**config.mk**
```make
export PLATFORM = sky130hd
export DESIGN_NAME = cumulative_average_gain_unit
export DESIGN_NICKNAME = d
export VERILOG_FILES = /design/src/design/cag_pkg.sv /design/src/design/cag_front.sv /design/src/design/cag_queue.sv /design/src/design/cag_back.sv /design/src/design/cumulative_average_gain_unit.sv
export SDC_FILE = /design/constraint.sdc
export NUM_CORES = 2
export LEC_CHECK = 0
export BUFFER_PORTS_ARGS = -buffer_cell sky130_fd_sc_hd__buf_2
export CORE_ASPECT_RATIO = 0.7
export CORE_MARGIN = 2
export CORE_UTILIZATION = 50
export DETAILED_ROUTE_END_ITERATION = 12
export GPL_ROUTABILITY_DRIVEN = 0
export PLACE_DENSITY = 0.67
export SLEW_MARGIN = 20
export SYNTH_ARGS = -nofsm -noshare
export SYNTH_HDL_FRONTEND = slang
export SYNTH_SLANG_ARGS = --single-unit
```
**constraint.sdc**
```tcl
create_clock -name clk -period 9.4 [get_ports clk]
set_clock_uncertainty 0.1 [all_clocks]
set_input_delay 1.88 -clock clk [delete_from_list [all_inputs] [get_ports clk]]
set_output_delay 1.88 -clock clk [all_outputs]
set_load 0.005 [all_outputs]
```
**src/design/cag_pkg.sv**
```systemverilog
// shared types and constants for the cumulative average gain unit
// used by cag_front, cag_queue, cag_back and the top level; no dependencies
package cag_pkg;

  // field widths
  localparam int SAMPLE_WIDTH    = 16;
  localparam int MODE_WIDTH      = 2;
  localparam int GAIN_WIDTH      = 16;
  localparam int OUT_WIDTH       = 32;
  localparam int SUM_WIDTH       = 48;
  localparam int COUNT_WIDTH     = 31;
  localparam int CFG_INDEX_WIDTH = 2;
  localparam int CFG_DATA_WIDTH  = 16;

  // count at which all state is cleared
  localparam logic [COUNT_WIDTH-1:0] COUNT_LIMIT = '1;

  // divider steps, one quotient bit per cycle
  localparam int DIV_STEPS  = SUM_WIDTH;
  localparam int STEP_WIDTH = $clog2(DIV_STEPS);

  // product of quotient and gain, and the Q8.8 fraction bits
  localparam int PROD_WIDTH = SUM_WIDTH + GAIN_WIDTH + 1;
  localparam int GAIN_FRAC  = 8;

  // queue between front and back
  localparam int QUEUE_DEPTH     = 2;
  localparam int QUEUE_PTR_WIDTH = $clog2(QUEUE_DEPTH);
  localparam int QUEUE_CNT_WIDTH = $clog2(QUEUE_DEPTH + 1);

  // register reset values
  localparam logic [GAIN_WIDTH-1:0] GAIN_RESET = 16'd256;

  // configuration register indexes
  localparam logic [CFG_INDEX_WIDTH-1:0] CFG_GAIN            = 2'd0;
  localparam logic [CFG_INDEX_WIDTH-1:0] CFG_OUT_OF_SERVICE  = 2'd1;
  localparam logic [CFG_INDEX_WIDTH-1:0] CFG_INPUT_CONNECTED = 2'd2;

  // input modes
  localparam logic [MODE_WIDTH-1:0] MODE_CLEAR = 2'd0;
  localparam logic [MODE_WIDTH-1:0] MODE_AVG   = 2'd1;
  localparam logic [MODE_WIDTH-1:0] MODE_ACC   = 2'd2;

  // classified operations handed from front to back
  typedef enum logic [2:0] {
    OP_CLEAR = 3'd0,
    OP_AVG   = 3'd1,
    OP_ACC   = 3'd2,
    OP_NOP   = 3'd3,
    OP_BAD   = 3'd4
  } op_t;

  typedef struct packed {
    op_t                            op;
    logic signed [SAMPLE_WIDTH-1:0] sample;
  } queue_entry_t;

  // back end sequencer states
  typedef enum logic [4:0] {
    ST_IDLE = 5'b00001,
    ST_DIV  = 5'b00010,
    ST_MUL  = 5'b00100,
    ST_SAT  = 5'b01000,
    ST_PUT  = 5'b10000
  } back_state_t;

endpackage

```
**src/design/cag_front.sv**
```systemverilog
// front end: configuration registers and classification of input items
// depends on cag_pkg
module cag_front (
  input  logic                                   clk,
  input  logic                                   rst_n,
  input  logic                                   cfg_valid,
  output logic                                   cfg_ready,
  input  logic [cag_pkg::CFG_INDEX_WIDTH-1:0]    cfg_index,
  input  logic [cag_pkg::CFG_DATA_WIDTH-1:0]     cfg_data,
  input  logic                                   in_valid,
  output logic                                   in_ready,
  input  logic signed [cag_pkg::SAMPLE_WIDTH-1:0] in_sample,
  input  logic [cag_pkg::MODE_WIDTH-1:0]         in_mode,
  input  logic                                   queue_full,
  output logic                                   push,
  output cag_pkg::queue_entry_t                  push_entry,
  output logic [cag_pkg::GAIN_WIDTH-1:0]         gain
);

  logic [cag_pkg::GAIN_WIDTH-1:0] gain_r;
  logic                           oos_r;
  logic                           connected_r;

  // configuration writes are always taken
  assign cfg_ready = 1'b1;
  assign gain      = gain_r;

  always_ff @(posedge clk) begin
    if (!rst_n) begin
      gain_r      <= cag_pkg::GAIN_RESET;
      oos_r       <= 1'b0;
      connected_r <= 1'b1;
    end else if (cfg_valid) begin
      case (cfg_index)
        cag_pkg::CFG_GAIN:            gain_r      <= cfg_data;
        cag_pkg::CFG_OUT_OF_SERVICE:  oos_r       <= cfg_data[0];
        cag_pkg::CFG_INPUT_CONNECTED: connected_r <= cfg_data[0];
        default: ;
      endcase
    end
  end

  // accept whenever the queue has room
  assign in_ready = !queue_full;
  assign push     = in_valid && !queue_full;

  // classify the transfer into one back end operation
  always_comb begin
    push_entry.sample = in_sample;
    if (oos_r || !connected_r) begin
      push_entry.op = cag_pkg::OP_BAD;
    end else begin
      case (in_mode)
        cag_pkg::MODE_CLEAR: push_entry.op = cag_pkg::OP_CLEAR;
        cag_pkg::MODE_AVG:   push_entry.op = cag_pkg::OP_AVG;
        cag_pkg::MODE_ACC:   push_entry.op = cag_pkg::OP_ACC;
        default:             push_entry.op = cag_pkg::OP_NOP;
      endcase
    end
  end

endmodule

```
**src/design/cag_queue.sv**
```systemverilog
// short flop queue of classified operations between front and back
// depends on cag_pkg
module cag_queue (
  input  logic                  clk,
  input  logic                  rst_n,
  input  logic                  push,
  input  cag_pkg::queue_entry_t push_entry,
  output logic                  full,
  input  logic                  pop,
  output logic                  not_empty,
  output cag_pkg::queue_entry_t head
);

  cag_pkg::queue_entry_t                 mem_r [cag_pkg::QUEUE_DEPTH];
  logic [cag_pkg::QUEUE_PTR_WIDTH-1:0]   wr_ptr_r, wr_ptr_nxt;
  logic [cag_pkg::QUEUE_PTR_WIDTH-1:0]   rd_ptr_r, rd_ptr_nxt;
  logic [cag_pkg::QUEUE_CNT_WIDTH-1:0]   fill_r, fill_nxt;

  assign full      = (fill_r == cag_pkg::QUEUE_CNT_WIDTH'(cag_pkg::QUEUE_DEPTH));
  assign not_empty = (fill_r != '0);
  assign head      = mem_r[rd_ptr_r];

  // pointer and fill updates
  always_comb begin
    wr_ptr_nxt = wr_ptr_r;
    rd_ptr_nxt = rd_ptr_r;
    fill_nxt   = fill_r;
    if (push) begin
      if (wr_ptr_r == cag_pkg::QUEUE_PTR_WIDTH'(cag_pkg::QUEUE_DEPTH - 1)) begin
        wr_ptr_nxt = '0;
      end else begin
        wr_ptr_nxt = wr_ptr_r + 1'b1;
      end
    end
    if (pop) begin
      if (rd_ptr_r == cag_pkg::QUEUE_PTR_WIDTH'(cag_pkg::QUEUE_DEPTH - 1)) begin
        rd_ptr_nxt = '0;
      end else begin
        rd_ptr_nxt = rd_ptr_r + 1'b1;
      end
    end
    if (push && !pop) begin
      fill_nxt = fill_r + 1'b1;
    end else if (pop && !push) begin
      fill_nxt = fill_r - 1'b1;
    end
  end

  always_ff @(posedge clk) begin
    if (!rst_n) begin
      wr_ptr_r <= '0;
      rd_ptr_r <= '0;
      fill_r   <= '0;
    end else begin
      wr_ptr_r <= wr_ptr_nxt;
      rd_ptr_r <= rd_ptr_nxt;
      fill_r   <= fill_nxt;
    end
  end

  // entry storage
  always_ff @(posedge clk) begin
    if (push) begin
      mem_r[wr_ptr_r] <= push_entry;
    end
  end

endmodule

```
**src/design/cag_back.sv**
```systemverilog
// back end: running state, serial divider, gain multiply and result register
// depends on cag_pkg
module cag_back (
  input  logic                                  clk,
  input  logic                                  rst_n,
  input  logic                                  op_valid,
  input  cag_pkg::queue_entry_t                 op_entry,
  output logic                                  op_pop,
  input  logic [cag_pkg::GAIN_WIDTH-1:0]        gain,
  output logic                                  out_valid,
  input  logic                                  out_ready,
  output logic signed [cag_pkg::OUT_WIDTH-1:0]  out_average_out,
  output logic                                  out_bad
);

  cag_pkg::back_state_t                       state_r, state_nxt;
  logic signed [cag_pkg::SUM_WIDTH-1:0]       sum_r, sum_nxt;
  logic [cag_pkg::COUNT_WIDTH-1:0]            count_r, count_nxt;
  logic signed [cag_pkg::OUT_WIDTH-1:0]       held_r, held_nxt;
  logic [cag_pkg::COUNT_WIDTH-1:0]            rem_r, rem_nxt;
  logic [cag_pkg::SUM_WIDTH-1:0]              quo_r, quo_nxt;
  logic                                       neg_r, neg_nxt;
  logic [cag_pkg::STEP_WIDTH-1:0]             step_r, step_nxt;
  logic signed [cag_pkg::PROD_WIDTH-1:0]      prod_r, prod_nxt;
  logic signed [cag_pkg::OUT_WIDTH-1:0]       res_r, res_nxt;
  logic                                       res_bad_r, res_bad_nxt;
  logic                                       out_valid_r, out_valid_nxt;
  logic signed [cag_pkg::OUT_WIDTH-1:0]       out_avg_r, out_avg_nxt;
  logic                                       out_bad_r, out_bad_nxt;

  logic signed [cag_pkg::SUM_WIDTH-1:0]       sum_add;
  logic [cag_pkg::COUNT_WIDTH-1:0]            count_inc;
  logic [cag_pkg::COUNT_WIDTH:0]              div_shift;
  logic [cag_pkg::COUNT_WIDTH+1:0]            div_diff;
  logic signed [cag_pkg::SUM_WIDTH-1:0]       quo_signed;
  logic signed [cag_pkg::PROD_WIDTH-1:0]      avg_full;
  logic signed [cag_pkg::OUT_WIDTH-1:0]       avg_sat;
  logic                                       out_free;

  // saturating add of one sample to the running sum
  function automatic logic signed [cag_pkg::SUM_WIDTH-1:0] sat_add(
    input logic signed [cag_pkg::SUM_WIDTH-1:0]    s,
    input logic signed [cag_pkg::SAMPLE_WIDTH-1:0] x
  );
    logic signed [cag_pkg::SUM_WIDTH:0] wide;
    wide = {s[cag_pkg::SUM_WIDTH-1], s}
         + {{(cag_pkg::SUM_WIDTH + 1 - cag_pkg::SAMPLE_WIDTH){x[cag_pkg::SAMPLE_WIDTH-1]}}, x};
    if (wide[cag_pkg::SUM_WIDTH] != wide[cag_pkg::SUM_WIDTH-1]) begin
      sat_add = wide[cag_pkg::SUM_WIDTH]
              ? {1'b1, {(cag_pkg::SUM_WIDTH-1){1'b0}}}
              : {1'b0, {(cag_pkg::SUM_WIDTH-1){1'b1}}};
    end else begin
      sat_add = wide[cag_pkg::SUM_WIDTH-1:0];
    end
  endfunction

  assign sum_add   = sat_add(sum_r, op_entry.sample);
  assign count_inc = count_r + 1'b1;
  assign out_free  = !out_valid_r || out_ready;

  // one restoring division step: remainder stays below the divisor
  assign div_shift = {rem_r, quo_r[cag_pkg::SUM_WIDTH-1]};
  assign div_diff  = {1'b0, div_shift} - {2'b00, count_r};

  // signed quotient, truncated toward zero
  assign quo_signed = neg_r ? -quo_r : quo_r;

  // drop the gain fraction (floor) and clamp to the output range
  assign avg_full = prod_r >>> cag_pkg::GAIN_FRAC;
  always_comb begin
    if ((&avg_full[cag_pkg::PROD_WIDTH-1:cag_pkg::OUT_WIDTH-1])
        || !(|avg_full[cag_pkg::PROD_WIDTH-1:cag_pkg::OUT_WIDTH-1])) begin
      avg_sat = avg_full[cag_pkg::OUT_WIDTH-1:0];
    end else if (avg_full[cag_pkg::PROD_WIDTH-1]) begin
      avg_sat = {1'b1, {(cag_pkg::OUT_WIDTH-1){1'b0}}};
    end else begin
      avg_sat = {1'b0, {(cag_pkg::OUT_WIDTH-1){1'b1}}};
    end
  end

  // sequencer
  always_comb begin
    state_nxt     = state_r;
    sum_nxt       = sum_r;
    count_nxt     = count_r;
    held_nxt      = held_r;
    rem_nxt       = rem_r;
    quo_nxt       = quo_r;
    neg_nxt       = neg_r;
    step_nxt      = step_r;
    prod_nxt      = prod_r;
    res_nxt       = res_r;
    res_bad_nxt   = res_bad_r;
    out_valid_nxt = out_valid_r;
    out_avg_nxt   = out_avg_r;
    out_bad_nxt   = out_bad_r;
    op_pop        = 1'b0;

    // result taken by the receiver
    if (out_valid_r && out_ready) begin
      out_valid_nxt = 1'b0;
    end

    case (state_r)
      cag_pkg::ST_IDLE: begin
        if (op_valid) begin
          op_pop      = 1'b1;
          res_bad_nxt = 1'b0;
          res_nxt     = held_r;
          state_nxt   = cag_pkg::ST_PUT;
          case (op_entry.op)
            cag_pkg::OP_CLEAR: begin
              sum_nxt   = '0;
              count_nxt = '0;
              held_nxt  = '0;
              res_nxt   = '0;
            end
            cag_pkg::OP_ACC: begin
              sum_nxt = sum_add;
            end
            cag_pkg::OP_AVG: begin
              if (count_inc == cag_pkg::COUNT_LIMIT) begin
                // count limit reached: everything starts over
                sum_nxt   = '0;
                count_nxt = '0;
                held_nxt  = '0;
                res_nxt   = '0;
              end else begin
                sum_nxt   = sum_add;
                count_nxt = count_inc;
                neg_nxt   = sum_add[cag_pkg::SUM_WIDTH-1];
                quo_nxt   = sum_add[cag_pkg::SUM_WIDTH-1] ? -sum_add : sum_add;
                rem_nxt   = '0;
                step_nxt  = '0;
                state_nxt = cag_pkg::ST_DIV;
              end
            end
            cag_pkg::OP_BAD: begin
              res_bad_nxt = 1'b1;
            end
            default: ;
          endcase
        end
      end
      cag_pkg::ST_DIV: begin
        if (!div_diff[cag_pkg::COUNT_WIDTH+1]) begin
          rem_nxt = div_diff[cag_pkg::COUNT_WIDTH-1:0];
          quo_nxt = {quo_r[cag_pkg::SUM_WIDTH-2:0], 1'b1};
        end else begin
          rem_nxt = div_shift[cag_pkg::COUNT_WIDTH-1:0];
          quo_nxt = {quo_r[cag_pkg::SUM_WIDTH-2:0], 1'b0};
        end
        step_nxt = step_r + 1'b1;
        if (step_r == cag_pkg::STEP_WIDTH'(cag_pkg::DIV_STEPS - 1)) begin
          state_nxt = cag_pkg::ST_MUL;
        end
      end
      cag_pkg::ST_MUL: begin
        prod_nxt  = quo_signed * $signed({1'b0, gain});
        state_nxt = cag_pkg::ST_SAT;
      end
      cag_pkg::ST_SAT: begin
        held_nxt  = avg_sat;
        res_nxt   = avg_sat;
        state_nxt = cag_pkg::ST_PUT;
      end
      cag_pkg::ST_PUT: begin
        if (out_free) begin
          out_valid_nxt = 1'b1;
          out_avg_nxt   = res_r;
          out_bad_nxt   = res_bad_r;
          state_nxt     = cag_pkg::ST_IDLE;
        end
      end
      default: begin
        state_nxt = cag_pkg::ST_IDLE;
      end
    endcase
  end

  // control and state registers
  always_ff @(posedge clk) begin
    if (!rst_n) begin
      state_r     <= cag_pkg::ST_IDLE;
      sum_r       <= '0;
      count_r     <= '0;
      held_r      <= '0;
      out_valid_r <= 1'b0;
    end else begin
      state_r     <= state_nxt;
      sum_r       <= sum_nxt;
      count_r     <= count_nxt;
      held_r      <= held_nxt;
      out_valid_r <= out_valid_nxt;
    end
  end

  // datapath registers
  always_ff @(posedge clk) begin
    rem_r     <= rem_nxt;
    quo_r     <= quo_nxt;
    neg_r     <= neg_nxt;
    step_r    <= step_nxt;
    prod_r    <= prod_nxt;
    res_r     <= res_nxt;
    res_bad_r <= res_bad_nxt;
    out_avg_r <= out_avg_nxt;
    out_bad_r <= out_bad_nxt;
  end

  assign out_valid       = out_valid_r;
  assign out_average_out = out_avg_r;
  assign out_bad         = out_bad_r;

endmodule

```
**src/design/cumulative_average_gain_unit.sv**
```systemverilog
// Cumulative moving average scaled by an unsigned Q8.8 gain.
//
// Channels: in_sample/in_mode arrive on a valid/ready input channel; each
// transfer yields exactly one result on out_average_out/out_bad. Registers
// gain, out_of_service and input_connected are written through the cfg
// channel (indexes 0, 1, 2), which is always ready; write them only while
// the block is idle.
// Path: clear, accumulate-only, bad and unknown-mode items pass from the
// queue entry through the back end idle and put states to the output
// register. Averaging items also pass through the bit-serial divider (one
// quotient bit per cycle over the 48-bit sum), the gain multiply and the
// fraction drop (floor) and clamp. The back end takes its next item only
// once the current result is in the output register.
// A two-entry queue takes new items while the back end works.
// Reset (synchronous, rst_n low) clears sum, count and held output, sets
// gain to 1.0, in service and input connected.
// When the receiver stalls, the result holds in the output register; the
// back end then waits and the queue fills, after which in_ready drops.
// depends on cag_pkg, cag_front, cag_queue, cag_back
module cumulative_average_gain_unit (
  input  logic                                    clk,
  input  logic                                    rst_n,
  input  logic                                    cfg_valid,
  output logic                                    cfg_ready,
  input  logic [cag_pkg::CFG_INDEX_WIDTH-1:0]     cfg_index,
  input  logic [cag_pkg::CFG_DATA_WIDTH-1:0]      cfg_data,
  input  logic                                    in_valid,
  output logic                                    in_ready,
  input  logic signed [cag_pkg::SAMPLE_WIDTH-1:0] in_sample,
  input  logic [cag_pkg::MODE_WIDTH-1:0]          in_mode,
  output logic                                    out_valid,
  input  logic                                    out_ready,
  output logic signed [cag_pkg::OUT_WIDTH-1:0]    out_average_out,
  output logic                                    out_bad
);

  logic                           push;
  cag_pkg::queue_entry_t          push_entry;
  logic                           queue_full;
  logic                           pop;
  logic                           queue_not_empty;
  cag_pkg::queue_entry_t          head;
  logic [cag_pkg::GAIN_WIDTH-1:0] gain;

  // register file and classification
  cag_front u_front (
    .clk        (clk),
    .rst_n      (rst_n),
    .cfg_valid  (cfg_valid),
    .cfg_ready  (cfg_ready),
    .cfg_index  (cfg_index),
    .cfg_data   (cfg_data),
    .in_valid   (in_valid),
    .in_ready   (in_ready),
    .in_sample  (in_sample),
    .in_mode    (in_mode),
    .queue_full (queue_full),
    .push       (push),
    .push_entry (push_entry),
    .gain       (gain)
  );

  // decoupling queue
  cag_queue u_queue (
    .clk        (clk),
    .rst_n      (rst_n),
    .push       (push),
    .push_entry (push_entry),
    .full       (queue_full),
    .pop        (pop),
    .not_empty  (queue_not_empty),
    .head       (head)
  );

  // execution and result register
  cag_back u_back (
    .clk             (clk),
    .rst_n           (rst_n),
    .op_valid        (queue_not_empty),
    .op_entry        (head),
    .op_pop          (pop),
    .gain            (gain),
    .out_valid       (out_valid),
    .out_ready       (out_ready),
    .out_average_out (out_average_out),
    .out_bad         (out_bad)
  );

endmodule
```
; ---- Word level (Yosys, flattened, before mapping)
; Memory sizes are Yosys's and may differ from the RTL's. A register that Yosys moved wholly into a read port is not among the register bits.
; Index checks and enable logic that the tools add are counted.
[word_totals]
reg_bits = 356
ramBits = 38
inputBits = 41
out_inout_bits = 36
word_cells = 139
memories = 1
[classes]
n_addsub = 10
n_mul = 1
n_eq_ne = 21
mux = 50
bitwise = 1
reduce_logical = 35
[memory_table]
columns = memory, depth, width, read_ports, rd_clocked_by_memory_dff, write_ports, line
row1 = u_queue.mem_r, 2, 19, 1, 1, 1, cag_queue.sv:14  ; cag_pkg::queue_entry_t mem_r [cag_pkg::QUEUE_DEPTH];
[ops]
columns = op, count
row1 = 2-to-1 mux 48 bit, 8
row2 = 2-to-1 mux 31 bit, 5
row3 = one-hot mux 48 bit (3 select lines), 1
row4 = 2-to-1 mux 32 bit, 4
row5 = one-hot mux 32 bit (2 select lines), 2
row6 = one-hot mux 31 bit (2 select lines), 2
row7 = negation 48 bit, 2
row8 = one-hot mux 48 bit (2 select lines), 1
row9 = multiplier 48 x 17 -> 65 bit, 1
row10 = adder 48 x 16 -> 49 bit, 1
row11 = subtractor 32 x 31 -> 33 bit, 1
row12 = "adder 31 x 1 -> 31 bit, second input constant", 1
row13 = "equality test 31 bit, second input constant", 1
row14 = AND reduction 26 bit, 1
row15 = OR reduction 26 bit, 1
row16 = 2-to-1 mux 5 bit, 5
row17 = one-hot mux 5 bit (5 select lines), 1
row18 = 2-to-1 mux 6 bit, 3
row19 = 2-to-1 mux 1 bit, 13
row20 = one-hot mux 6 bit (2 select lines), 1
row21 = AND reduction 2 bit, 6
row22 = nonzero test 2 bit, 5
row23 = AND reduction 3 bit, 3
row24 = AND reduction 4 bit, 2
row25 = other kinds (28), 47

; ---- Depth between registers and ports, before layout
[logic_depth]
depth_word = 9
depth_mapped = 34

; ---- Cells and area by module
; Synthesis repeated with hierarchy kept, for this count alone.
[hier_totals]
hier_cells = 5300
hier_area_um2 = 48509.0
[modules_own_cells]
columns = module, n_inst, cells_per_inst, area_per_inst_um2, seq_area_each_um2
row1 = cag_back, 1, 5114, 45994.1, 8618.3
row2 = cag_queue, 1, 81, 1592.8, 1241.2
row3 = cag_front, 1, 105, 922.1, 360.3

; ---- Least setup slack after synthesis
; OpenSTA, ideal clock, no wires.
[synth_timing]
kind = reg-to-reg
startpoint = register u_back.quo_r[3] in the netlist's numbering
endpoint = register u_back.prod_r[61] in the netlist's numbering (data pin)
setup_ns = 0.180
arrival_ns = 8.883
required_ns = 9.120
slack_ns = 0.237
path_stages_with_launch = 32
path_cell_list = edfxtp_1 > or4_1 > nor4_1 > nor3b_2 > nand3_1 > or3_1 > o31ai_1 > xnor2_1 > clkbuf_1 > nand2_1 > fa_1 > fa_1 > fa_1 > inv_1 > fa_1 > fa_1 > inv_1 > fa_1 > inv_1 > ha_1 > nand4_1 > inv_1 > a22o_1 > nor3_1 > o32a_1 > a2111oi_2 > o311ai_0 > a21boi_0 > o21ai_0 > a21boi_0 > o21ai_0 > a221oi_1
[synth_between]
elab_chain_cells = 3
[synth_rtl]
columns = element, line
row1 = start: declaration, cag_back.sv:21  ; logic [cag_pkg::SUM_WIDTH-1:0] quo_r, quo_nxt;
row2 = start signal: assignment, cag_back.sv:201  ; quo_r <= quo_nxt;
row3 = negation 48 bit, cag_back.sv:66  ; assign quo_signed = neg_r ? -quo_r : quo_r;
row4 = 2-to-1 mux 48 bit (*), cag_back.sv:66
row5 = multiplier 48 x 17 -> 65 bit (*), cag_back.sv:159  ; prod_nxt = quo_signed * $signed({1'b0, gain});
row6 = end signal: assignment, cag_back.sv:204  ; prod_r <= prod_nxt;
row7 = end: declaration, cag_back.sv:24  ; logic signed [cag_pkg::PROD_WIDTH-1:0] prod_r, prod_nxt;
; Mark *: on every way between the ends. The rest lies on a longest branch, timed or not.
; A chain may end at the register's enable or synchronous reset.

; ---- Worst setup path after layout
[layout_timing]
startpoint = register u_back.quo_r[3] in the netlist's numbering
endpoint = register u_back.prod_r[63] in the netlist's numbering (data pin)
; Same word-level chain as after synthesis.

==> results.yml <==
synth:
  yosysTopAreaCell: "fa_1"
  ys_seq_area_frac: 0.213
  ys_ff_latch: 387
  ys_async_sr_fraction: 0
  synth_nets: 6189
  netlist_area_um2: 48000
  synth_area_leaders: "fa_1 30%, edfxtp_1 15%, inv_1 6.9%, ha_1 6.1%, dfxtp_1 5.8%"
  synthFlopType: "edfxtp_1"
  ys_types: 96
  yosysMostFrequentCell: "inv_1"
  avgSynthCellArea_um2: 9.23
  synth_edf_count: 247
  synthCells: 5201
  synth_top_area_share: 0.297
  ys_top_cells_by_count: "877 x inv_1, 713 x fa_1, 566 x nand2_1"
  yosysWarnings: 0
clocking:
  clockBufferDepth: 3
  htree_levels: 2
  cts_sinks: 387
  cts_tree: "built"
  cts_root_buf: "clkbuf_16"
  clk_pin_slew_ns: 0.06
  cts_buffers: 42
  clock_latency_ns: 0.62
setup_path:
  cp.required_ns: 9.65
  endpoint_kind: "flip-flop"
  startpoint_type: "flip-flop"
  worstSetupStartpoint: "u_back.quo_r[3]"
  path_buf_inv: 11
  reg2reg_setup_slack_ns: 0.13
  critPathKind: "reg -> reg"
  cp_common_cell: "buf_4"
  arrival_ns: 9.52
  critical-path-top-delay-family: "adder cells"
  cp_slowest_cell: "fa_1"
  r2r_start: "u_back.quo_r[3]"
  max_stage_delay_ns: 0.59
  critPathMaxFanout: 6
floorplanning:
  die_area_um2: 98500
  die_h_um: 263
  core_area_um2: 95600
  die_w_um: 374
  initial_core_util: 0.502
  io_pins: 77
  num_rows: 95
timing:
  rsz0062_at_grt: "true"
  period_minus_slack_ns: 9.27
  fin_ws_ns: 0.132
  hold_viol_final: 0
  slew_viol_final: 0
  setup_tns_ns: 0
  timing.final.crit_share: 0.986
  fmax_mhz: 108
  finalSetupViolCount: 0
  slew-limit-headroom: 0.256
  tightest_slew_ns: 1.12
min_path:
  hp-start: "u_back.res_r[18]"
  hp-class: "reg -> reg"
finish:
  areaGrowthSynthToFinish_pct: 12.1
  fill_cells: 8379
  multi_input_area_um2: 34300
  final_layout_size_suffix_gt1_frac: 0.117
  final-seq-area_um2: 10200
  finalNonFillerCells: 6682
  final_util: 0.563
  design_area_um2: 53800
  nNetsFinal: 6374
place:
  dp_cells: 6579
  io_buffers: 75
  pre_cts_ws_ns: -0.762
  dpl.hpwl_um: 104000
  detailed_place.area_um2: 51400
detailed_routing:
  totalWireLength_um: 132000
  drt.antenna.violating_nets: 0
  dr.first_iter.drc_count: 3581
  viasPerCell: 5.56
  dr.pass1.iters: 7
  drc: 0
  detail_route.wl_per_cell_um: 19.7
  vias: 37200
status:
  status: "completed"
global_route:
  grt_pass1_vias: 36800
  grt_start_max_net_pins: 76
  globalRouteMet1Util: 0.420
  grt-busiest-layer: "met1"
  use_met2: 0.366
  grt_usage: 0.269
  antenna_found_initial: 1
  grt_overflow: 0
  met3_usage: 0.0800
  grt_pass1_wl_um: 209000
pwr:
  irDropWorstVdd_v: 0.000156
  p_per_area_nw_per_um2: 251
  p_leak_nw: 24.5
run:
  drv_cap: 0
-- power by group --
| part | internal (mW) | switching [mW] | total (mW) |
|---|---|---|---|
| clock network | 1.03 | 0.766 | 1.80 |
| registers | 2.40 | 0.141 | 2.54 |
| logic | 3.70 | 5.43 | 9.13 |
-- metrics by stage --
step	hold WS, ns	total power [mW]
6_report	0.303	13.5
5_1_grt	0.326	14.6
4_1_cts	0.297	13.1
3_5_place_dp	0.305	11.2
3_3_place_gp	0.304	11.0
2_1_floorplan	0.300	8.19
-- registers in the layout, indices dropped and copies added, names as in the netlist, named ones only --
signal                  cells
u_back.out_valid            1
u_back.res_r               32
u_back.state_r              5
u_back.out_average_out     32
u_back.held_r              32
u_queue.fill_r              2
u_front.connected_r         1
u_front.gain               16
u_back.rem_r               31
u_back.out_bad              1
u_queue.wr_ptr_r            1
u_back.res_bad_r            1
u_back.count_r             31
u_back.sum_r               48
u_queue.rd_ptr_r            1
u_front.oos_r               1
u_back.prod_r              57
u_queue.mem_r              38
u_back.neg_r                1
u_back.step_r               6
u_back.quo_r               48
-- per-layer routing --
layer | wire length [µm] | vias up
li1 | - | 17100
met1 | 61800 | 18300
met2 | 51600 | 1614
met3 | 15200 | 114
met4 | 2900 | 0
met5 | 0 | -
-- logic make-up (layout without fill, tap and decap cells) --
| kind of cell | Yosys count | count (layout) | share of synthesized area |
|---|---|---|---|
| simple gates | 1674 | 1674 | 0.178 |
| other cells | 1 | 2 | 0.0000782 |
| fa+ha+maj | 947 | 947 | 0.359 |
| compound gates | 816 | 816 | 0.114 |
| flops | 387 | 387 | 0.213 |
| mux | 51 | 51 | 0.0111 |
| xor+xnor | 199 | 199 | 0.0365 |
| buf+inv | 1126 | 1345 | 0.0885 |
-- worst reg2reg max path: cells and delay by family (launching register included) --
kind	cells	cell delay (ns)
adder cells (fa/ha/maj)	7	3.25
AND/OR/NAND/NOR	9	1.92
AO/OA/AOI/OAI	9	1.63
buffers and inverters	11	1.40
flip-flops	1	0.38
XOR/XNOR	2	0.32
-- layout by cell type (no fill, tap or decap), drive strengths merged, types with 77 or more instances in the layout --
master  Yosys  layout
nand2     566     566
a21oi     206     206
o21ai     162     162
a21o       77      77
ha        234     234
edfxtp    247     247
buf        20     390
inv       877     880
fa        713     713
dfxtp     140     140
nor2      221     221
and2      444     444
xnor2     158     158
-- layout make-up --
type | count | area share
multi-input cells | 3688 | 0.637
inverters | 877 | 0.0612
flip-flops and latches | 387 | 0.190
clock buffers | 55 | 0.0218
clock inverters | 23 | 0.00591
diodes | 1 | 0.0000465
well taps | 1261 | 0.0293
repair buffers | 390 | 0.0544
-- path summary, 6_finish.rpt --
check,endpoint,depth (start not counted)
worst max-delay path,u_back.prod_r[63],38
worst min-delay path,u_back.out_average_out[18],0
worst max register to register,u_back.prod_r[63],38
worst min register to register,u_back.out_average_out[18],0
-- what timing repair did --
| item | CTS | global route |
|---|---|---|
| resized for setup | 24 | 123 |
| gates cloned | 0 | 2 |
| buffers inserted | 4 | 19 |
| pin swaps | 2 | 67 |
| endpoints found under the setup margin | 10 | 13 |
| hold buffers | 0 | 0 |
Power figures use the tool's default switching activity.
